## config.mk

```make
export PLATFORM = sky130hd
export DESIGN_NAME = levenshtein_distance_engine_core
export DESIGN_NICKNAME = d
export VERILOG_FILES = /design/src/sv/lev_pkg.sv /design/src/sv/levenshtein_distance_engine_core.sv /design/src/sv/lev_ram.sv
export SDC_FILE = /design/constraint.sdc
export NUM_CORES = 2
export LEC_CHECK = 0
export BUFFER_PORTS_ARGS = -buffer_cell sky130_fd_sc_hd__buf_2
export CORE_ASPECT_RATIO = 0.7
export CORE_MARGIN = 2
export CORE_UTILIZATION = 50
export CTS_BUF_LIST = sky130_fd_sc_hd__clkbuf_16
export CTS_CLUSTER_DIAMETER = 150
export DETAILED_ROUTE_END_ITERATION = 10
export MAX_ROUTING_LAYER = met4
export PLACE_DENSITY = 0.63
export SLEW_MARGIN = 20
export SYNTH_ARGS = -nofsm -noshare
export SYNTH_HDL_FRONTEND = slang
export SYNTH_SLANG_ARGS = --single-unit
```

## constraint.sdc

```tcl
create_clock -name aclk -period 20.7 [get_ports aclk]
set_clock_uncertainty 0.15 [all_clocks]
set_input_delay 2.07 -clock aclk [delete_from_list [all_inputs] [get_ports aclk]]
set_output_delay 2.07 -clock aclk [all_outputs]
set_load 0.005 [all_outputs]
```

## src/sv/lev_pkg.sv

```systemverilog
// shared constants, types and helper functions for the levenshtein distance engine
// no dependencies
package lev_pkg;

    localparam int MAX_LEN = 64;
    localparam int LEN_W   = $clog2(MAX_LEN + 1);
    localparam int IDX_W   = (MAX_LEN > 1) ? $clog2(MAX_LEN) : 1;
    localparam int COST_W  = LEN_W;
    localparam int CH_W    = 8;
    localparam int FUNC_W  = 2;
    localparam int DIST_W  = 7;

    localparam logic [DIST_W-1:0] DIST_MAX = '1;

    typedef enum logic [FUNC_W-1:0] {
        FUNC_APPEND_FIRST  = 2'd0,
        FUNC_APPEND_SECOND = 2'd1,
        FUNC_COMPUTE       = 2'd2
    } func_t;

    typedef enum logic [2:0] {
        ST_IDLE,
        ST_ROW,
        ST_CELL,
        ST_DRAIN,
        ST_DONE
    } state_t;

    function automatic logic [COST_W-1:0] min3(
        input logic [COST_W-1:0] a,
        input logic [COST_W-1:0] b,
        input logic [COST_W-1:0] c
    );
        logic [COST_W-1:0] m;
        m = (a < b) ? a : b;
        return (m < c) ? m : c;
    endfunction

    function automatic logic [DIST_W-1:0] sat_dist(input logic [COST_W-1:0] v);
        if (int'(v) > int'(DIST_MAX)) begin
            return DIST_MAX;
        end
        return DIST_W'(v);
    endfunction

endpackage

```

## src/sv/levenshtein_distance_engine_core.sv

```systemverilog
// top level of the levenshtein distance engine: sequencer, cell datapath and result register
// depends on lev_pkg and lev_ram
//
// Append beats (func 0 and 1) are taken one per cycle and written straight into the two
// character memories; a string holding MAX_LEN characters drops further characters and sets
// the overflow flag. A compute beat (func 2) walks the edit-distance grid one cell per cycle
// through a single cost-row memory (registered read, write-back in the cycle after the read),
// with an extra row state per row to fetch that row's character. With both strings non-empty
// the result passes the drain and done states after the last cell; with either string empty
// the compute beat goes straight to the done state. No new beat is taken until the result has
// been moved into the output register, which holds it until the sink takes it. Func 3 is taken
// and ignored. After a compute both lengths and the overflow flag are cleared.
module levenshtein_distance_engine_core (
    input  logic                         aclk,
    input  logic                         aresetn,
    input  logic                         s_valid,
    output logic                         s_ready,
    input  logic [lev_pkg::FUNC_W-1:0]   s_func,
    input  logic [lev_pkg::CH_W-1:0]     s_ch,
    output logic                         m_valid,
    input  logic                         m_ready,
    output logic [lev_pkg::DIST_W-1:0]   m_distance,
    output logic                         m_overflow
);
    import lev_pkg::*;

    state_t              state_reg, state_next;
    logic [LEN_W-1:0]    first_len_reg, first_len_next;
    logic [LEN_W-1:0]    second_len_reg, second_len_next;
    logic                trunc_reg, trunc_next;
    logic [LEN_W-1:0]    i_reg, i_next;
    logic [LEN_W-1:0]    j_reg, j_next;
    logic [DIST_W-1:0]   res_reg, res_next;

    logic                cval_reg, cval_next;
    logic [LEN_W-1:0]    c_i_reg, c_i_next;
    logic [LEN_W-1:0]    c_j_reg, c_j_next;
    logic                c_last_reg, c_last_next;
    logic [COST_W-1:0]   left_reg, left_next;
    logic [COST_W-1:0]   diag_reg, diag_next;

    logic                m_valid_reg, m_valid_next;
    logic [DIST_W-1:0]   m_distance_reg, m_distance_next;
    logic                m_overflow_reg, m_overflow_next;

    logic                s_acc;
    logic                out_free;
    logic [LEN_W-1:0]    i_dec, j_dec, cj_dec;

    logic                first_we, first_re;
    logic [IDX_W-1:0]    first_waddr, first_raddr;
    logic [CH_W-1:0]     first_rdata;
    logic                second_we, second_re;
    logic [IDX_W-1:0]    second_waddr, second_raddr;
    logic [CH_W-1:0]     second_rdata;
    logic                cost_we, cost_re;
    logic [IDX_W-1:0]    cost_waddr, cost_raddr;
    logic [COST_W-1:0]   cost_wdata, cost_rdata;

    logic [COST_W-1:0]   above, left, diag, cell_cost;

    // memories
    lev_ram #(.WIDTH(CH_W), .DEPTH(MAX_LEN)) u_first_text (
        .clk   (aclk),
        .we    (first_we),
        .waddr (first_waddr),
        .wdata (s_ch),
        .re    (first_re),
        .raddr (first_raddr),
        .rdata (first_rdata)
    );

    lev_ram #(.WIDTH(CH_W), .DEPTH(MAX_LEN)) u_second_text (
        .clk   (aclk),
        .we    (second_we),
        .waddr (second_waddr),
        .wdata (s_ch),
        .re    (second_re),
        .raddr (second_raddr),
        .rdata (second_rdata)
    );

    // entry k holds column k+1 of the current row; column 0 is implied by the row number
    lev_ram #(.WIDTH(COST_W), .DEPTH(MAX_LEN)) u_cost_row (
        .clk   (aclk),
        .we    (cost_we),
        .waddr (cost_waddr),
        .wdata (cost_wdata),
        .re    (cost_re),
        .raddr (cost_raddr),
        .rdata (cost_rdata)
    );

    // cell datapath
    always_comb begin
        above = (c_i_reg == LEN_W'(1)) ? COST_W'(c_j_reg) : cost_rdata;
        left  = (c_j_reg == LEN_W'(1)) ? COST_W'(c_i_reg) : left_reg;
        diag  = (c_j_reg == LEN_W'(1)) ? COST_W'(c_i_reg - LEN_W'(1)) : diag_reg;
        if (first_rdata == second_rdata) begin
            cell_cost = diag;
        end else begin
            cell_cost = min3(above, left, diag) + COST_W'(1);
        end
    end

    // outputs and memory controls
    always_comb begin
        s_ready      = (state_reg == ST_IDLE);
        s_acc        = s_valid && (state_reg == ST_IDLE);
        out_free     = !m_valid_reg || m_ready;
        i_dec        = i_reg - LEN_W'(1);
        j_dec        = j_reg - LEN_W'(1);
        cj_dec       = c_j_reg - LEN_W'(1);

        first_we     = s_acc && (s_func == FUNC_APPEND_FIRST)
                       && (first_len_reg < LEN_W'(MAX_LEN));
        first_waddr  = first_len_reg[IDX_W-1:0];
        first_re     = (state_reg == ST_ROW);
        first_raddr  = i_dec[IDX_W-1:0];

        second_we    = s_acc && (s_func == FUNC_APPEND_SECOND)
                       && (second_len_reg < LEN_W'(MAX_LEN));
        second_waddr = second_len_reg[IDX_W-1:0];
        second_re    = (state_reg == ST_CELL);
        second_raddr = j_dec[IDX_W-1:0];

        cost_re      = (state_reg == ST_CELL);
        cost_raddr   = j_dec[IDX_W-1:0];
        cost_we      = cval_reg;
        cost_waddr   = cj_dec[IDX_W-1:0];
        cost_wdata   = cell_cost;

        m_valid      = m_valid_reg;
        m_distance   = m_distance_reg;
        m_overflow   = m_overflow_reg;
    end

    // next state
    always_comb begin
        state_next = state_reg;
        unique case (state_reg)
            ST_IDLE: begin
                if (s_acc && (s_func == FUNC_COMPUTE)) begin
                    if ((first_len_reg == '0) || (second_len_reg == '0)) begin
                        state_next = ST_DONE;
                    end else begin
                        state_next = ST_ROW;
                    end
                end
            end
            ST_ROW: begin
                state_next = ST_CELL;
            end
            ST_CELL: begin
                if (j_reg == second_len_reg) begin
                    state_next = (i_reg == first_len_reg) ? ST_DRAIN : ST_ROW;
                end
            end
            ST_DRAIN: begin
                state_next = ST_DONE;
            end
            ST_DONE: begin
                if (out_free) begin
                    state_next = ST_IDLE;
                end
            end
            default: begin
                state_next = ST_IDLE;
            end
        endcase
    end

    // datapath next values
    always_comb begin
        first_len_next  = first_len_reg;
        second_len_next = second_len_reg;
        trunc_next      = trunc_reg;
        i_next          = i_reg;
        j_next          = j_reg;
        res_next        = res_reg;
        left_next       = left_reg;
        diag_next       = diag_reg;
        m_valid_next    = m_valid_reg;
        m_distance_next = m_distance_reg;
        m_overflow_next = m_overflow_reg;

        cval_next       = (state_reg == ST_CELL);
        c_i_next        = i_reg;
        c_j_next        = j_reg;
        c_last_next     = (i_reg == first_len_reg) && (j_reg == second_len_reg);

        if (s_acc) begin
            unique case (s_func)
                FUNC_APPEND_FIRST: begin
                    if (first_len_reg < LEN_W'(MAX_LEN)) begin
                        first_len_next = first_len_reg + LEN_W'(1);
                    end else begin
                        trunc_next = 1'b1;
                    end
                end
                FUNC_APPEND_SECOND: begin
                    if (second_len_reg < LEN_W'(MAX_LEN)) begin
                        second_len_next = second_len_reg + LEN_W'(1);
                    end else begin
                        trunc_next = 1'b1;
                    end
                end
                FUNC_COMPUTE: begin
                    i_next = LEN_W'(1);
                    if (first_len_reg == '0) begin
                        res_next = sat_dist(COST_W'(second_len_reg));
                    end else begin
                        res_next = sat_dist(COST_W'(first_len_reg));
                    end
                end
                default: begin
                end
            endcase
        end

        if (state_reg == ST_ROW) begin
            j_next = LEN_W'(1);
        end

        if (state_reg == ST_CELL) begin
            if (j_reg == second_len_reg) begin
                i_next = i_reg + LEN_W'(1);
            end else begin
                j_next = j_reg + LEN_W'(1);
            end
        end

        if (cval_reg) begin
            left_next = cell_cost;
            diag_next = above;
            if (c_last_reg) begin
                res_next = sat_dist(cell_cost);
            end
        end

        if (m_valid_reg && m_ready) begin
            m_valid_next = 1'b0;
        end

        if ((state_reg == ST_DONE) && out_free) begin
            m_valid_next    = 1'b1;
            m_distance_next = res_reg;
            m_overflow_next = trunc_reg;
            first_len_next  = '0;
            second_len_next = '0;
            trunc_next      = 1'b0;
        end
    end

    // control registers
    always_ff @(posedge aclk) begin
        if (!aresetn) begin
            state_reg      <= ST_IDLE;
            first_len_reg  <= '0;
            second_len_reg <= '0;
            trunc_reg      <= 1'b0;
            cval_reg       <= 1'b0;
            m_valid_reg    <= 1'b0;
        end else begin
            state_reg      <= state_next;
            first_len_reg  <= first_len_next;
            second_len_reg <= second_len_next;
            trunc_reg      <= trunc_next;
            cval_reg       <= cval_next;
            m_valid_reg    <= m_valid_next;
        end
    end

    // payload registers
    always_ff @(posedge aclk) begin
        i_reg          <= i_next;
        j_reg          <= j_next;
        res_reg        <= res_next;
        c_i_reg        <= c_i_next;
        c_j_reg        <= c_j_next;
        c_last_reg     <= c_last_next;
        left_reg       <= left_next;
        diag_reg       <= diag_next;
        m_distance_reg <= m_distance_next;
        m_overflow_reg <= m_overflow_next;
    end

    // checks
    a_len_bound: assert property (@(posedge aclk) disable iff (!aresetn)
        (first_len_reg <= LEN_W'(MAX_LEN)) && (second_len_reg <= LEN_W'(MAX_LEN)))
        else $error("string length beyond capacity");

    a_col_range: assert property (@(posedge aclk) disable iff (!aresetn)
        (state_reg == ST_CELL) |-> ((j_reg != '0) && (j_reg <= second_len_reg)))
        else $error("column counter out of range");

    a_row_range: assert property (@(posedge aclk) disable iff (!aresetn)
        (state_reg == ST_ROW) |-> ((i_reg != '0) && (i_reg <= first_len_reg)))
        else $error("row counter out of range");

    a_cell_follows_read: assert property (@(posedge aclk) disable iff (!aresetn)
        (state_reg == ST_CELL) |=> cval_reg)
        else $error("cell write-back missing after read");

    a_result_from_done: assert property (@(posedge aclk) disable iff (!aresetn)
        (!m_valid_reg ##1 m_valid_reg) |-> $past(state_reg == ST_DONE))
        else $error("result beat raised outside completion");

endmodule

```

## src/sv/lev_ram.sv

```systemverilog
// generic single-write, single-read synchronous ram with registered read data
// no dependencies
module lev_ram #(
    parameter int WIDTH = 8,
    parameter int DEPTH = 64
) (
    input  logic                                        clk,
    input  logic                                        we,
    input  logic [((DEPTH > 1) ? $clog2(DEPTH) : 1)-1:0] waddr,
    input  logic [WIDTH-1:0]                            wdata,
    input  logic                                        re,
    input  logic [((DEPTH > 1) ? $clog2(DEPTH) : 1)-1:0] raddr,
    output logic [WIDTH-1:0]                            rdata
);

    logic [WIDTH-1:0] mem [DEPTH];
    logic [WIDTH-1:0] rdata_reg;

    always_ff @(posedge clk) begin
        if (we) begin
            mem[waddr] <= wdata;
        end
        if (re) begin
            rdata_reg <= mem[raddr];
        end
    end

    assign rdata = rdata_reg;

endmodule

```

; ---- Word-level counts from Yosys, hierarchy flattened
; Memories as Yosys holds them, arrays and structs flattened. A register that Yosys moved wholly into a read port is not among the register bits.
; Cells that the tools add are included.
[totals]
regBits = 78
ramBits = 1472
input_bits = 14
output_inout_bits = 10
elab_cells = 107
n_memories = 3
[classes]
add_sub_neg = 9
order_cmp = 4
eq_ne = 16
n_mux = 35
n_bitwise = 1
n_reduce_logical = 23
[mem_list]
columns = memory, depth, width, read_ports, rd_ports_with_merged_regs, wr, line
row1 = u_first_text.mem, 64, 8, 1, 1, 1, lev_ram.sv:16  ; logic [WIDTH-1:0] mem [DEPTH];
row2 = u_second_text.mem, 64, 8, 1, 1, 1, lev_ram.sv:16
row3 = u_cost_row.mem, 64, 7, 1, 1, 1, lev_ram.sv:16
[ops]
columns = operator, n
row1 = $mux W7, 18
row2 = $add A7 B1 Y7 const B, 5
row3 = $sub A6 B1 Y6 const B, 3
row4 = $pmux W3 S5, 1
row5 = $eq A7 B1 Y1 const B, 2
row6 = $eq A7 B7 Y1, 2
row7 = $logic_not A7 Y1, 2
row8 = $lt A7 B7 Y1, 2
row9 = $lt A7 B7 Y1 const B, 2
row10 = $mux W3, 4
row11 = $mux W1, 10
row12 = $logic_and A1 B1 Y1, 9
row13 = $reduce_and A3 Y1, 3
row14 = $eq A8 B8 Y1, 1
row15 = $sub A7 B1 Y7 const B, 1
row16 = $eq A3 B2 Y1 const B, 2
row17 = $ne A2 B2 Y1 const B, 3
row18 = $ne A2 B1 Y1 const B, 2
row19 = $reduce_and A4 Y1, 1
row20 = $reduce_bool A2 Y1, 2
row21 = $eq A3 B1 Y1 const B, 1
row22 = $eq A3 B3 Y1 const B, 1
row23 = $logic_not A3 Y1, 1
row24 = $eq A2 B1 Y1 const B, 1
row25 = 8 further kinds, 9

; ---- Longest topological paths before layout
[logic_depth]
ltp_word = 10
depth_mapped = 30
mapped_depth_nobuf = 28

; ---- By module
; A second synthesis with hierarchy kept.
[unflattened]
cells_unflattened = 3238
area_unflattened_um2 = 62924.1
[by_module_without_submodules]
columns = mod, instances, cells_each, area_each_um2, seq_area_each_um2
row1 = lev_ram (u_first_text ...), 2, 940, 20246.9, 15615.0
row2 = lev_ram (u_cost_row), 1, 827, 17705.7, 13663.1
row3 = levenshtein_distance_engine_core, 1, 531, 4724.5, 1781.7

; ---- Worst setup path after synthesis
; Ideal clock, no wire load.
[synth_timing]
path_kind = reg2reg
from = register c_j_reg[1]
to = register left_reg[6] (data pin)
setup_time_ns = 0.689
arrival_ns = 7.774
required_ns = 19.861
setup_slack_ns = 12.086
stages_incl_launch_ff = 30
n_path_buf = 2
synth_period_minus_slack_ns = 8.614
path_cell_list = dfxtp_1 > inv_1 > ha_1 > nor4b_2 > nand2_1 > buf_2 > a21oi_1 > ha_1 > nand2_1 > mux2_4 > a221oi_4 > nor2_4 > mux2i_1 > ha_1 > a21o_1 > a21o_1 > a211o_1 > nor3_1 > nand3_2 > and3_1 > buf_4 > nand2_1 > o21ai_0 > ha_1 > nand2_1 > nor2_1 > nand3_1 > o21ai_0 > a22o_1 > nor3_1
[synth_via]
elab_chain_len = 8
elab_cells_between_ends = 10
cone_classes = add/sub (1) / order compare (2) / eq/ne (1) / mux (6)
[synth_rtl]
columns = item, line
row1 = start: declaration, levenshtein_distance_engine_core.sv:37  ; logic [LEN_W-1:0] c_j_reg, c_j_next;
row2 = start signal: assignment, levenshtein_distance_engine_core.sv:280  ; c_j_reg <= c_j_next;
row3 = $eq A7 B1 Y1, "levenshtein_distance_engine_core.sv:97, levenshtein_distance_engine_core.sv:98"
row4 = $mux W7, levenshtein_distance_engine_core.sv:97  ; left = (c_j_reg == LEN_W'(1)) ? COST_W'(c_i_reg) : left_reg;
row5 = $lt A7 B7 Y1, lev_pkg.sv:35  ; m = (a < b) ? a : b;
row6 = $mux W7, lev_pkg.sv:35
row7 = $lt A7 B7 Y1, lev_pkg.sv:36  ; return (m < c) ? m : c;
row8 = $mux W7, lev_pkg.sv:36
row9 = $add A7 B1 Y7, levenshtein_distance_engine_core.sv:102  ; cell_cost = min3(above, left, diag) + COST_W'(1);
row10 = $mux W7 (*), levenshtein_distance_engine_core.sv:99  ; if (first_rdata == second_rdata) begin
row11 = via cell_cost[6], levenshtein_distance_engine_core.sv:60  ; logic [COST_W-1:0] above, left, diag, cell_cost;
row12 = end signal: assignment, levenshtein_distance_engine_core.sv:282  ; left_reg <= left_next;
row13 = end: declaration, levenshtein_distance_engine_core.sv:39  ; logic [COST_W-1:0] left_reg, left_next;
; Mark *: on every way through the listed nets, which the timed path passes. The rest lies on a longest branch.
; A chain may end at the register's enable or synchronous reset.

; ---- Worst setup path after layout
[layout_timing]
from = register c_j_reg[0]
to = memory u_cost_row.mem[26][6] (netlist name) (data pin)
[layout_via]
elab_chain_len = 8
elab_cells_between_ends = 10
cone_classes = add/sub (1) / order compare (2) / eq/ne (1) / mux (6)
[layout_rtl]
columns = item, line
row1 = $eq A7 B1 Y1, "levenshtein_distance_engine_core.sv:97, levenshtein_distance_engine_core.sv:98"
row2 = $mux W7, levenshtein_distance_engine_core.sv:97
row3 = $lt A7 B7 Y1, lev_pkg.sv:35
row4 = $mux W7, lev_pkg.sv:35
row5 = $lt A7 B7 Y1, lev_pkg.sv:36
row6 = $mux W7, lev_pkg.sv:36
row7 = $add A7 B1 Y7, levenshtein_distance_engine_core.sv:102
row8 = $mux W7 (*), levenshtein_distance_engine_core.sv:99
row9 = via cell_cost[6], levenshtein_distance_engine_core.sv:60
row10 = end: declaration, lev_ram.sv:16
; Marked as above.

==> results.sh <==
export IMPL_outcome="completed"
export IMPL_critPathKind="reg -> reg"
export IMPL_crit_slowest_cell="a21oi_1"
export IMPL_crit_arrival_ns=8.25
export IMPL_syn_nets=2923
export IMPL_fin_nets=2987
export IMPL_fp_dieH_um=298.9
export IMPL_path_buf_inv=1
export IMPL_die_w_um=425.3
export IMPL_cts_tree="done"
export IMPL_design_core_area_sq_um=123600
export IMPL_routed_via_density=6.210
export IMPL_syn_area_sq_um=62130
export IMPL_worstMarginPinSlew_ns=1.060
export IMPL_synth_cell_type_count=75
export IMPL_drc_errors=0
export IMPL_antenna_found_initial=8
export IMPL_yosys_top_cells_count="edfxtp_1 (1,517), mux4_2 (483), nor2_1 (251)"
export IMPL_maxCapViolCount=0
export IMPL_critPathLaunchType="flop"
export IMPL_cts_root_buf="clkbuf_16"
export IMPL_cts_clk_slew_worst_paths_ns=0.06
export IMPL_cts_htree_levels=4
export IMPL_yosys_area_top_type_share_pct=73.31
export IMPL_cts_resized_gates=0
export IMPL_routed_wl_um=139800
export IMPL_synth_most_common_cell="edfxtp_1"
export IMPL_ys_warn_count=0
export IMPL_gp_congestion=0.8549
export IMPL_fin_crit_sh_pct=38.24
export IMPL_power_density_nw_per_um2=98.49
export IMPL_portBuffers=23
export IMPL_cp_max_fo=65
export IMPL_grt_max_degree=104
export IMPL_holdCritPathClass="reg -> reg"
export IMPL_slew_headroom_pct=29.35
export IMPL_power_leakage_nw=21.78
export IMPL_yosys_area_top_type="edfxtp_1"
export IMPL_start_util_pct=50.25
export IMPL_synth_seq_cells=1573
export IMPL_ys_flop_type="edfxtp_1"
export IMPL_synth_area_per_cell_sq_um=21.54
export IMPL_setup_violations=0
export IMPL_vias=29328
export IMPL_std_cell_rows=108
export IMPL_cts_setup_buffers=0
export IMPL_io_pins=24
export IMPL_holdBufCountCts=0
export IMPL_fin_crit_ns=7.915
export IMPL_crit_family="compound AO/OA/AOI/OAI gates"
export IMPL_dieArea_sq_um=127200
export IMPL_grt_use_total_pct=23.08
export IMPL_overflow=0
export IMPL_slowest_delay_ns=0.59
export IMPL_grt_pass1_wl_um=205500
export IMPL_num_fill_cells=9033
export IMPL_multi_input_area_sq_um=14880
export IMPL_rsz0062_at_grt="false"
export IMPL_finalHoldViolCount=0
export IMPL_antenna_left=0
export IMPL_whs_ns=0.2597
export IMPL_async_flop_share_pct=0
export IMPL_fmax_mhz=126.3
export IMPL_largestRegisters="u_first_text.mem (512), u_second_text.mem (512), u_cost_row.mem (448)"
export IMPL_yosysSeqAreaShare_pct=75.12
export IMPL_place_hpwl_um=85920
export IMPL_slew_violations=0
export IMPL_drt_iter0_drc=3596
export IMPL_dr_pass1_iters=6
export IMPL_grt_pass1_vias=29106
export IMPL_final_setup_tns_ns=0
export IMPL_seqCellArea_sq_um=46680
export IMPL_wl_per_cell_um=29.59
export IMPL_clk_latency_ns=0.78
export IMPL_syn2layout_area_growth_pct=11.07
export IMPL_endpoint_kind="flop"
export IMPL_crit_required_ns=21.04
export IMPL_ir_worst_vdd_uv=90.10
export IMPL_synth_area_top_cells="edfxtp_1 (73%), mux4_2 (18%), dfxtp_1 (1.8%)"
export IMPL_cts_buffers=151
export IMPL_cts_sinks=1573
export IMPL_syn_inst=2885
export IMPL_clockBufferDepth=3
export IMPL_drive_gt1_share_pct=26.34
export IMPL_synth_edf_count=1517
export IMPL_total_power_mw=6.797
path summary, 6_finish.rpt:
kind                  startpoint                         endpoint  slack [ns]  cells after the start
max           c_j_reg[0]$_DFF_P_  u_cost_row.mem[26][6]$_DFFE_PP_       12.79                     27
min          c_i_next[6]$_DFF_P_               c_i_reg[6]$_DFF_P_        0.26                      0
max reg2reg   c_j_reg[0]$_DFF_P_  u_cost_row.mem[26][6]$_DFFE_PP_       12.79                     27
min reg2reg  c_i_next[6]$_DFF_P_               c_i_reg[6]$_DFF_P_        0.26                      0
layer usage:
metal	vias to the layer above	routed length [um]	track usage, %
met5	-	0	-
met4	0	2526	5.412
met3	179	11810	4.366
met2	1259	61810	31.39
met1	15722	63610	36.30
li1	12168	-	-
cell usage in the layout (no fill, tap or decap), types with 7 or more instances in the layout:
| cell type | netlist | routed |
|---|---|---|
| xnor2_1 | 22 | 18 |
| clkinvlp_4 | 0 | 8 |
| bufinv_16 | 0 | 12 |
| mux2i_1 | 22 | 22 |
| edfxtp_1 | 1517 | 1517 |
| nor2_1 | 251 | 251 |
| a21oi_1 | 25 | 24 |
| nand3_1 | 23 | 23 |
| o21ai_0 | 14 | 14 |
| ha_1 | 24 | 22 |
| nand2_1 | 62 | 60 |
| nand2b_1 | 10 | 10 |
| a211oi_1 | 9 | 9 |
| buf_4 | 1 | 44 |
| inv_6 | 0 | 7 |
| nor3_1 | 24 | 23 |
| clkinv_1 | 0 | 30 |
| dfxtp_1 | 56 | 54 |
| xor2_1 | 26 | 24 |
| a31oi_1 | 7 | 7 |
| clkinv_2 | 0 | 19 |
| buf_2 | 2 | 15 |
| nor4_1 | 7 | 7 |
| inv_1 | 29 | 66 |
| nand4_1 | 11 | 11 |
| clkbuf_16 | 0 | 157 |
| mux4_2 | 483 | 483 |
logic make-up (layout without fill, tap and decap cells):
logic type / after synthesis / after routing / share of synthesized area [%]
mux: 516 / 516 / 18.10
other cells: 0 / 2 / 0
fa+ha+maj: 24 / 24 / 0.4833
compound gates: 102 / 102 / 1.218
xor+xnor: 48 / 48 / 0.6766
flops: 1573 / 1573 / 75.12
simple gates: 442 / 442 / 3.280
buf+inv: 180 / 366 / 1.122
final cells by class:
class                      instances  area share [%]
clock buffer                     157           5.693
inverter                          29          0.1577
multi-input combinational       1132           21.56
antenna                            2        0.007252
timing repair buffer              62          0.6490
clock inverter                   118           1.305
tap                             1650           2.991
sequential                      1573           67.64
report_power, final:
| group | leakage, nW | internal (mW) | switching, mW |
|---|---|---|---|
| registers | 14.2 | 3.54 | 0.0119 |
| clock network | 2.49 | 1.53 | 1.17 |
| logic | 5.13 | 0.230 | 0.325 |
| total | 21.8 | 5.29 | 1.51 |
metrics by stage:
stage	std cells	setup slack (ns)	util (%)	cell area (sq um)
after CTS	4720	12.56	55.78	68970
after floorplan	2885	12.09	-	62130
after global placement	4445	12.77	51.88	64140
final	4723	12.79	55.82	69010
after global routing	4722	12.07	55.82	69010
after detailed placement	4445	12.55	51.88	64140
Note: power is estimated with default switching activity, not from simulation.
